<file path="src/hw/rtl/line_rasterizer_framebuffer_core_macros.svh">
// Assertion macros for the line rasterizer frame buffer core.
// Both assume the enclosing module has i_clk and synchronous active-low i_rst_n.
`ifndef LINE_RASTERIZER_FRAMEBUFFER_CORE_MACROS_SVH
`define LINE_RASTERIZER_FRAMEBUFFER_CORE_MACROS_SVH

`ifndef SYNTHESIS

// Property checked on every clock edge outside reset.
`define LRFB_ASSERT(lbl, prop) \
    lbl: assert property (@(posedge i_clk) disable iff (!i_rst_n) (prop)) \
        else $error("lrfb assertion failed");

// Condition that must never be true outside reset.
`define LRFB_ASSERT_NEVER(lbl, cond) \
    lbl: assert property (@(posedge i_clk) disable iff (!i_rst_n) !(cond)) \
        else $error("lrfb forbidden condition seen");

`else

`define LRFB_ASSERT(lbl, prop)
`define LRFB_ASSERT_NEVER(lbl, cond)

`endif

`endif

</file>
<file path="src/hw/rtl/lrfb_pkg.sv">
// Shared types, constants and address helpers for the line rasterizer core.
// No dependencies; imported by lrfb_line_stepper and line_rasterizer_framebuffer_core.
package lrfb_pkg;

    localparam int SCREEN_WIDTH  = 320;
    localparam int SCREEN_HEIGHT = 240;
    localparam int FRAME_WORDS   = SCREEN_WIDTH * SCREEN_HEIGHT;
    localparam int ADDR_W        = $clog2(FRAME_WORDS);

    localparam int COORD_W = 12;
    localparam int COLOR_W = 16;
    localparam int COUNT_W = 12;
    localparam int ERR_W   = COORD_W + 2;

    localparam logic OP_DRAW = 1'b0;
    localparam logic OP_READ = 1'b1;

    localparam logic [COORD_W-2:0] LIM_X = (COORD_W-1)'(SCREEN_WIDTH);
    localparam logic [COORD_W-2:0] LIM_Y = (COORD_W-1)'(SCREEN_HEIGHT);
    localparam logic [ADDR_W-1:0]  ROW_PITCH = ADDR_W'(SCREEN_WIDTH);

    typedef struct packed {
        logic                      op;
        logic signed [COORD_W-1:0] start_x;
        logic signed [COORD_W-1:0] start_y;
        logic signed [COORD_W-1:0] end_x;
        logic signed [COORD_W-1:0] end_y;
        logic [COLOR_W-1:0]        pixel_color;
    } t_in_item;

    typedef struct packed {
        logic [COLOR_W-1:0] read_pixel;
        logic [COUNT_W-1:0] pixels_written;
    } t_out_item;

    typedef struct packed {
        logic               we;
        logic [ADDR_W-1:0]  addr;
        logic [COLOR_W-1:0] data;
    } t_wr_req;

    typedef struct packed {
        logic busy;
        logic done;
    } t_step_stat;

    function automatic logic on_screen(input logic signed [COORD_W-1:0] x,
                                       input logic signed [COORD_W-1:0] y);
        return !x[COORD_W-1] && !y[COORD_W-1] &&
               (x[COORD_W-2:0] < LIM_X) && (y[COORD_W-2:0] < LIM_Y);
    endfunction

    // Row-major word address; meaningful only for on-screen points.
    function automatic logic [ADDR_W-1:0] pix_addr(input logic signed [COORD_W-1:0] x,
                                                   input logic signed [COORD_W-1:0] y);
        return ADDR_W'(y[COORD_W-2:0]) * ROW_PITCH + ADDR_W'(x[COORD_W-2:0]);
    endfunction

endpackage

</file>
<file path="src/hw/rtl/lrfb_line_stepper.sv">
// Error-term line stepper: one visited point per cycle, emits frame writes.
// Depends on lrfb_pkg and the assertion macro header.
`include "line_rasterizer_framebuffer_core_macros.svh"

module lrfb_line_stepper
    import lrfb_pkg::*;
(
    input  logic       i_clk,
    input  logic       i_rst_n,
    input  logic       i_start,
    input  t_in_item   i_cmd,
    input  logic       i_release,
    output t_step_stat o_stat,
    output logic [COUNT_W-1:0] o_count,
    output t_wr_req    o_wr
);

    logic                      r_busy;
    logic signed [COORD_W-1:0] r_x, r_y, r_xe, r_ye;
    logic [COORD_W-1:0]        r_dx, r_dy;
    logic                      r_sx_neg, r_sy_neg;
    logic signed [ERR_W-1:0]   r_err;
    logic [COLOR_W-1:0]        r_color;
    logic [COUNT_W-1:0]        r_count;

    logic                      n_busy;
    logic signed [COORD_W-1:0] n_x, n_y;
    logic signed [ERR_W-1:0]   n_err;
    logic [COUNT_W-1:0]        n_count;

    // Setup from the command.
    logic signed [COORD_W:0]   w_ddx, w_ddy, w_ndx, w_ndy;
    logic [COORD_W-1:0]        w_adx, w_ady;

    // Step decision.
    logic                      w_at_end, w_vis;
    logic signed [ERR_W:0]     w_e2, w_ndy_e, w_dx_e;
    logic                      w_mx, w_my;
    logic signed [ERR_W-1:0]   w_err_a;

    assign w_ddx = {i_cmd.end_x[COORD_W-1], i_cmd.end_x}
                 - {i_cmd.start_x[COORD_W-1], i_cmd.start_x};
    assign w_ddy = {i_cmd.end_y[COORD_W-1], i_cmd.end_y}
                 - {i_cmd.start_y[COORD_W-1], i_cmd.start_y};
    assign w_ndx = -w_ddx;
    assign w_ndy = -w_ddy;
    assign w_adx = w_ddx[COORD_W] ? w_ndx[COORD_W-1:0] : w_ddx[COORD_W-1:0];
    assign w_ady = w_ddy[COORD_W] ? w_ndy[COORD_W-1:0] : w_ddy[COORD_W-1:0];

    assign w_at_end = r_busy && (r_x == r_xe) && (r_y == r_ye);
    assign w_vis    = r_busy && !w_at_end && on_screen(r_x, r_y);

    assign w_e2    = {r_err, 1'b0};
    assign w_ndy_e = -$signed({3'b000, r_dy});
    assign w_dx_e  = $signed({3'b000, r_dx});
    assign w_mx    = w_e2 > w_ndy_e;
    assign w_my    = w_e2 < w_dx_e;
    assign w_err_a = w_mx ? r_err - $signed({2'b00, r_dy}) : r_err;

    always_comb begin
        n_busy  = r_busy;
        n_x     = r_x;
        n_y     = r_y;
        n_err   = r_err;
        n_count = r_count;
        if (!r_busy) begin
            if (i_start) begin
                n_busy  = 1'b1;
                n_x     = i_cmd.start_x;
                n_y     = i_cmd.start_y;
                n_err   = $signed({2'b00, w_adx}) - $signed({2'b00, w_ady});
                n_count = '0;
            end
        end else if (w_at_end) begin
            if (i_release) begin
                n_busy = 1'b0;
            end
        end else begin
            n_err = w_my ? w_err_a + $signed({2'b00, r_dx}) : w_err_a;
            if (w_mx) begin
                n_x = r_sx_neg ? r_x - COORD_W'(1) : r_x + COORD_W'(1);
            end
            if (w_my) begin
                n_y = r_sy_neg ? r_y - COORD_W'(1) : r_y + COORD_W'(1);
            end
            if (w_vis) begin
                n_count = r_count + COUNT_W'(1);
            end
        end
    end

    always_ff @(posedge i_clk) begin
        if (!i_rst_n) begin
            r_busy <= 1'b0;
        end else begin
            r_busy <= n_busy;
        end
        r_x     <= n_x;
        r_y     <= n_y;
        r_err   <= n_err;
        r_count <= n_count;
        if (!r_busy && i_start) begin
            r_xe     <= i_cmd.end_x;
            r_ye     <= i_cmd.end_y;
            r_dx     <= w_adx;
            r_dy     <= w_ady;
            r_sx_neg <= w_ddx[COORD_W] || (w_ddx == '0);
            r_sy_neg <= w_ddy[COORD_W] || (w_ddy == '0);
            r_color  <= i_cmd.pixel_color;
        end
    end

    assign o_stat.busy = r_busy;
    assign o_stat.done = w_at_end;
    assign o_count     = r_count;
    assign o_wr.we     = w_vis;
    assign o_wr.addr   = pix_addr(r_x, r_y);
    assign o_wr.data   = r_color;

    // Every step short of the end point moves along at least one axis.
    `LRFB_ASSERT(a_step_moves, (r_busy && !w_at_end) |=> (r_x != $past(r_x) || r_y != $past(r_y)))
    // Finished line holds its position until released.
    `LRFB_ASSERT(a_end_holds, (w_at_end && !i_release) |=> (w_at_end && $stable(r_count)))

endmodule

</file>
<file path="config.mk">
export PLATFORM = sky130hd
export DESIGN_NAME = lrfb_line_stepper
export DESIGN_NICKNAME = d
export VERILOG_FILES = /design/src/hw/rtl/lrfb_pkg.sv /design/src/hw/rtl/lrfb_line_stepper.sv
export VERILOG_INCLUDE_DIRS = /design/src /design/src/hw/rtl
export SDC_FILE = /design/constraint.sdc
export NUM_CORES = 1
export LEC_CHECK = 0
export BUFFER_PORTS_ARGS = -buffer_cell sky130_fd_sc_hd__buf_2
export CAP_MARGIN = 20
export CORE_MARGIN = 3
export CORE_UTILIZATION = 30
export CTS_CLUSTER_SIZE = 8
export DETAILED_ROUTE_END_ITERATION = 7
export GPL_TIMING_DRIVEN = 1
export PLACE_DENSITY = 0.58
export REMOVE_ABC_BUFFERS = 1
export SLEW_MARGIN = 25
export SYNTH_ARGS = -nofsm -noshare
export SYNTH_HDL_FRONTEND = slang
export SYNTH_SLANG_ARGS = --single-unit
</file>
<file path="constraint.sdc">
create_clock -name i_clk -period 5.86 [get_ports i_clk]
set_clock_uncertainty 0.2 [all_clocks]
set_input_delay 1.172 -clock i_clk [delete_from_list [all_inputs] [get_ports i_clk]]
set_output_delay 1.172 -clock i_clk [all_outputs]
set_load 0.02 [all_outputs]
</file>
==> metrics.md <==
| Metric | Value |
|---|---|
| Status | `complete, no violations` |
| Area added between synthesis and finish | `18.7%` |
| Clock Root Buffer | `sky130_fd_sc_hd__clkbuf_16` |
| Biggest cell delay along the critical path | `just under 500 ps` |
| # port buffers | `roughly 120` |
| Number of enable flip-flop cells after synthesis | `approximately 120` |
| Worst setup path category | `in2reg` |
| Post-CTS clock slew at the launch and capture registers of the worst setup and hold paths | `~50 ps` |
| H-tree depth reported by CTS | `4` |
| Largest family of logic cells by synthesized area | `adder cells` |
| Core area | `~33000 sq um` |
| Count of maximum capacitance violations | `0` |
| Number of nets with antenna violations after detailed routing | `0` |
| Final weighted congestion in routability-driven placement | `approximately 0.83` |
| Setup repair after global routing missed its margin | `true` |
| Cell count along the critical path | `23` |
| Flop and latch count out of synthesis | `about 120` |
| R2r worst-path depth | `24` |
| Number of fillers in the final layout | `about 3400` |
| Avg Inst Size Synth | `roughly 9.6 sq um` |
| DP Area | `11400 sq um` |
| Power Total | `about 6.2 mW` |
| Proportion of register bits with asynchronous set or reset after synthesis | `0%` |
| Post-synthesis adder-cell area fraction | `between 15 and 20%` |
| Primary FF master, synth | `sky130_fd_sc_hd__edfxtp_1` |
| Crit path required time | `5800 ps` |
| Achievable frequency | `about 0.18 GHz` |
| Yosys warning count | `0` |
| Post-route clock period utilization | `between 90% and 100%` |
| Detailed router's first-iteration violation count | `between 400 and 500` |
| Cell depth of the worst hold path | `1` |
| Area of the die | `between 30000 and 40000 sq um` |
| Top cell type's share of synthesized area | `around 34%` |
| Setup TNS | `0 ps` |
| CTS buffer count | `17` |
| HP Class | `reg2reg` |
| Time the worst path needs with I/O delays and setup | `between 5000 and 6000 ps` |
| Cell types with the highest counts after synthesis | `sky130_fd_sc_hd__ha_1 (131), sky130_fd_sc_hd__edfxtp_1 (116), sky130_fd_sc_hd__inv_1 (113), sky130_fd_sc_hd__xnor2_1 (93), sky130_fd_sc_hd__nor2_1 (68)` |
| Rows | `66` |
| Drt pass-1 iters | `5` |
| Hold buffer count at cts | `0` |
| Final slew viol count | `0` |
| Wire length per cell after detailed routing | `between 15 and 20 um` |
| Critical path's top delay family | `compound AO/OA/AOI/OAI gates` |
| CTS sink cnt | `117` |
| Layout cells sized above 1 | `a little under a fifth` |
| Post-Synth XOR/XNOR Area | `12.8%` |
| Total half-perimeter wirelength after legalization and detailed placement | `20100 um` |
| Total congestion overflow after global routing | `0` |
| Arrival time of data at the critical path endpoint | `5410 ps` |
| Register area share after synthesis | `approximately a third` |
| Number of ports placed on the die boundary | `between 100 and 150` |
| Final WL | `25300 um` |
| Final net count | `1417` |
| Total inserted antenna cells | `0` |
| Clock tree from TritonCTS | `built` |
| Initial cell density of the core | `between 30 and 40%` |
| Worst Setup End Kind | `flop` |
| Slew at the pin closest to its max-slew limit | `approximately 740 ps` |
| Leakage power total | `just over 5 nW` |
| Final Instance Area | `12100 sq um` |
| Cell type with the highest aggregate area in the netlist | `sky130_fd_sc_hd__edfxtp_1` |
| Die X-Extent | `between 150 and 200 um` |
| Via density | `4.85` |
| Share of synthesized cell area in and, or, nand and nor gates | `between 10% and 20%` |
| Maximum number of pins on one net before global-route repair | `37` |
| Worst slew margin relative to its limit | `about half` |
| Post-Synthesis Cell Area | `between 10000 and 15000 sq um` |
| Leading post-synthesis cells by cell area | `sky130_fd_sc_hd__edfxtp_1 (34%), sky130_fd_sc_hd__ha_1 (16%), sky130_fd_sc_hd__xnor2_1 (8.0%)` |
| Share of the synthesized area in compound gates (AO/OA/AOI/OAI) | `between 10 and 15%` |
| Power density relative to cell area | `514 nW/um^2` |
| Chain of cells forming the critical path | `buf_2, inv_1, ha_1, inv_1, fa_1, a21o_1, a21oi_2, o21ai_0, o211ai_1, a21boi_0, o21ai_0, a21o_2, mux2i_1, fa_1, a21o_1, a21oi_1, o21bai_1, a21oi_2, o21a_1, o21ai_0, xor2_1, nor2_1, a21oi_1` |
| Worst voltage drop across the vdd grid | `roughly 270 uV` |
| Total via count in the routed design | `~8000` |
| Highest-delay cell along the critical path | `sky130_fd_sc_hd__fa_1` |
| Fraction of synthesized area in multiplexers | `about 2.6%` |
| Global-route wire length before repair | `roughly 40000 um` |
| Number of standard cells after synthesis | `roughly 1100` |
| Deepest clock path buffer count | `2` |
| Height of the die | `around 190 um` |
| Critical path startpoint category | `input port` |
| Final setup viols | `0` |
| Crit path buffers/inverters | `3` |
| Cell type with the highest occurrence count on the critical path | `sky130_fd_sc_hd__o21ai_0` |
| Clock insertion delay at the later pin of the skew report | `approximately 420 ps` |
| Largest fanout on the critical path | `8` |
| Cell with the most instances after synthesis | `sky130_fd_sc_hd__ha_1` |
| Number of global-route vias before repair | `7657` |
| Number of antenna violations at the first check in global routing | `0` |
| Final hold viol count | `0` |
| Netlist cell types | `59` |
| GRT Total Usage | `~14%` |
| DRC viols | `0` |
timing repair:
item | CTS | global route
resized for setup | 0 | 29
buffers inserted | 0 | 6
setup endpoints to repair | 0 | 6
cell type report:
| class | instances | area [sq um] | share of cell area, % |
|---|---|---|---|
| timing repair buffer | 149 | 843 | 6.97 |
| sequential | 117 | 3500 | 29.0 |
| inverter | 114 | 428 | 3.54 |
| tap | 442 | 553 | 4.57 |
| clock inverter | 9 | 65.1 | 0.538 |
| multi-input combinational | 809 | 6270 | 51.8 |
| clock buffer | 20 | 437 | 3.61 |
kinds of logic after synthesis:
kind of cell	count (synthesis)
buffers and inverters	138
AOI/OAI and AO/OA	227
muxes	25
adders and majority gates	140
DFF	117
and+or+nand+nor	268
xor gates and xnor gates	149
report_power, final:
part	total, mW	leakage, nW	switching [mW]	internal, mW
logic	3.93	3.79	2.12	1.81
clock network	0.927	0.249	0.362	0.564
registers	1.37	1.13	0.204	1.16
metal layers:
layer	GRT usage [%]	share of wire, %	routed length (um)	vias to the layer above
met2	22.7	45	11500	175
met3	2.74	5.0	1270	21
met4	3.42	1.4	346	0
met1	19.2	48	12200	3742
li1	-	-	-	4108
met5	0	0	0	-
state kept, by name, summed over array words and instances (netlist names):
register,cells
r_err,14
r_busy,1
r_ye,12
r_y,12
r_color,16
o_count,12
r_x,12
r_sx_neg,1
r_sy_neg,1
r_dx,12
r_xe,12
r_dy,12
path summary, 6_finish.rpt:
| kind | startpoint | endpoint | slack [ps] |
|---|---|---|---|
| hold reg to reg | o_count[0]$_SDFFCE_PN0P_ | o_count[0]$_SDFFCE_PN0P_ | 450 |
| setup reg to reg | r_dy[4]$_DFFE_PP_ | r_err[13]$_DFFE_PP_ | 450 |
| hold / removal | o_count[0]$_SDFFCE_PN0P_ | o_count[0]$_SDFFCE_PN0P_ | 450 |
| setup / recovery | i_cmd[16] | r_err[10]$_DFFE_PP_ | 390 |
cell usage in the layout (no fill, tap or decap), drive strengths merged, types with 13 or more instances in the layout:
| cell | instances |
|---|---|
| buf | 149 |
| nor4 | 13 |
| o21ai | 65 |
| nor2b | 15 |
| xnor2 | 93 |
| a21oi | 65 |
| nand2 | 53 |
| clkbuf | 20 |
| edfxtp | 116 |
| a211oi | 13 |
| nand3 | 30 |
| xor2 | 56 |
| or3 | 17 |
| ha | 131 |
| a21o | 19 |
| nor3 | 16 |
| inv | 113 |
| nor2 | 68 |
| mux2i | 15 |
stage by stage:
stage	cells	util, %	hold WS, ps	setup WS, ps
floorplan	1040	-	520	-610
global placement	1625	34.5	409	-76.1
detailed placement	1625	34.6	432	-150
CTS	1654	36.1	440	65.6
global route	1660	36.6	467	-51.3
finish	1660	36.6	449	388
No activity file was read; power rests on OpenSTA's default activity.
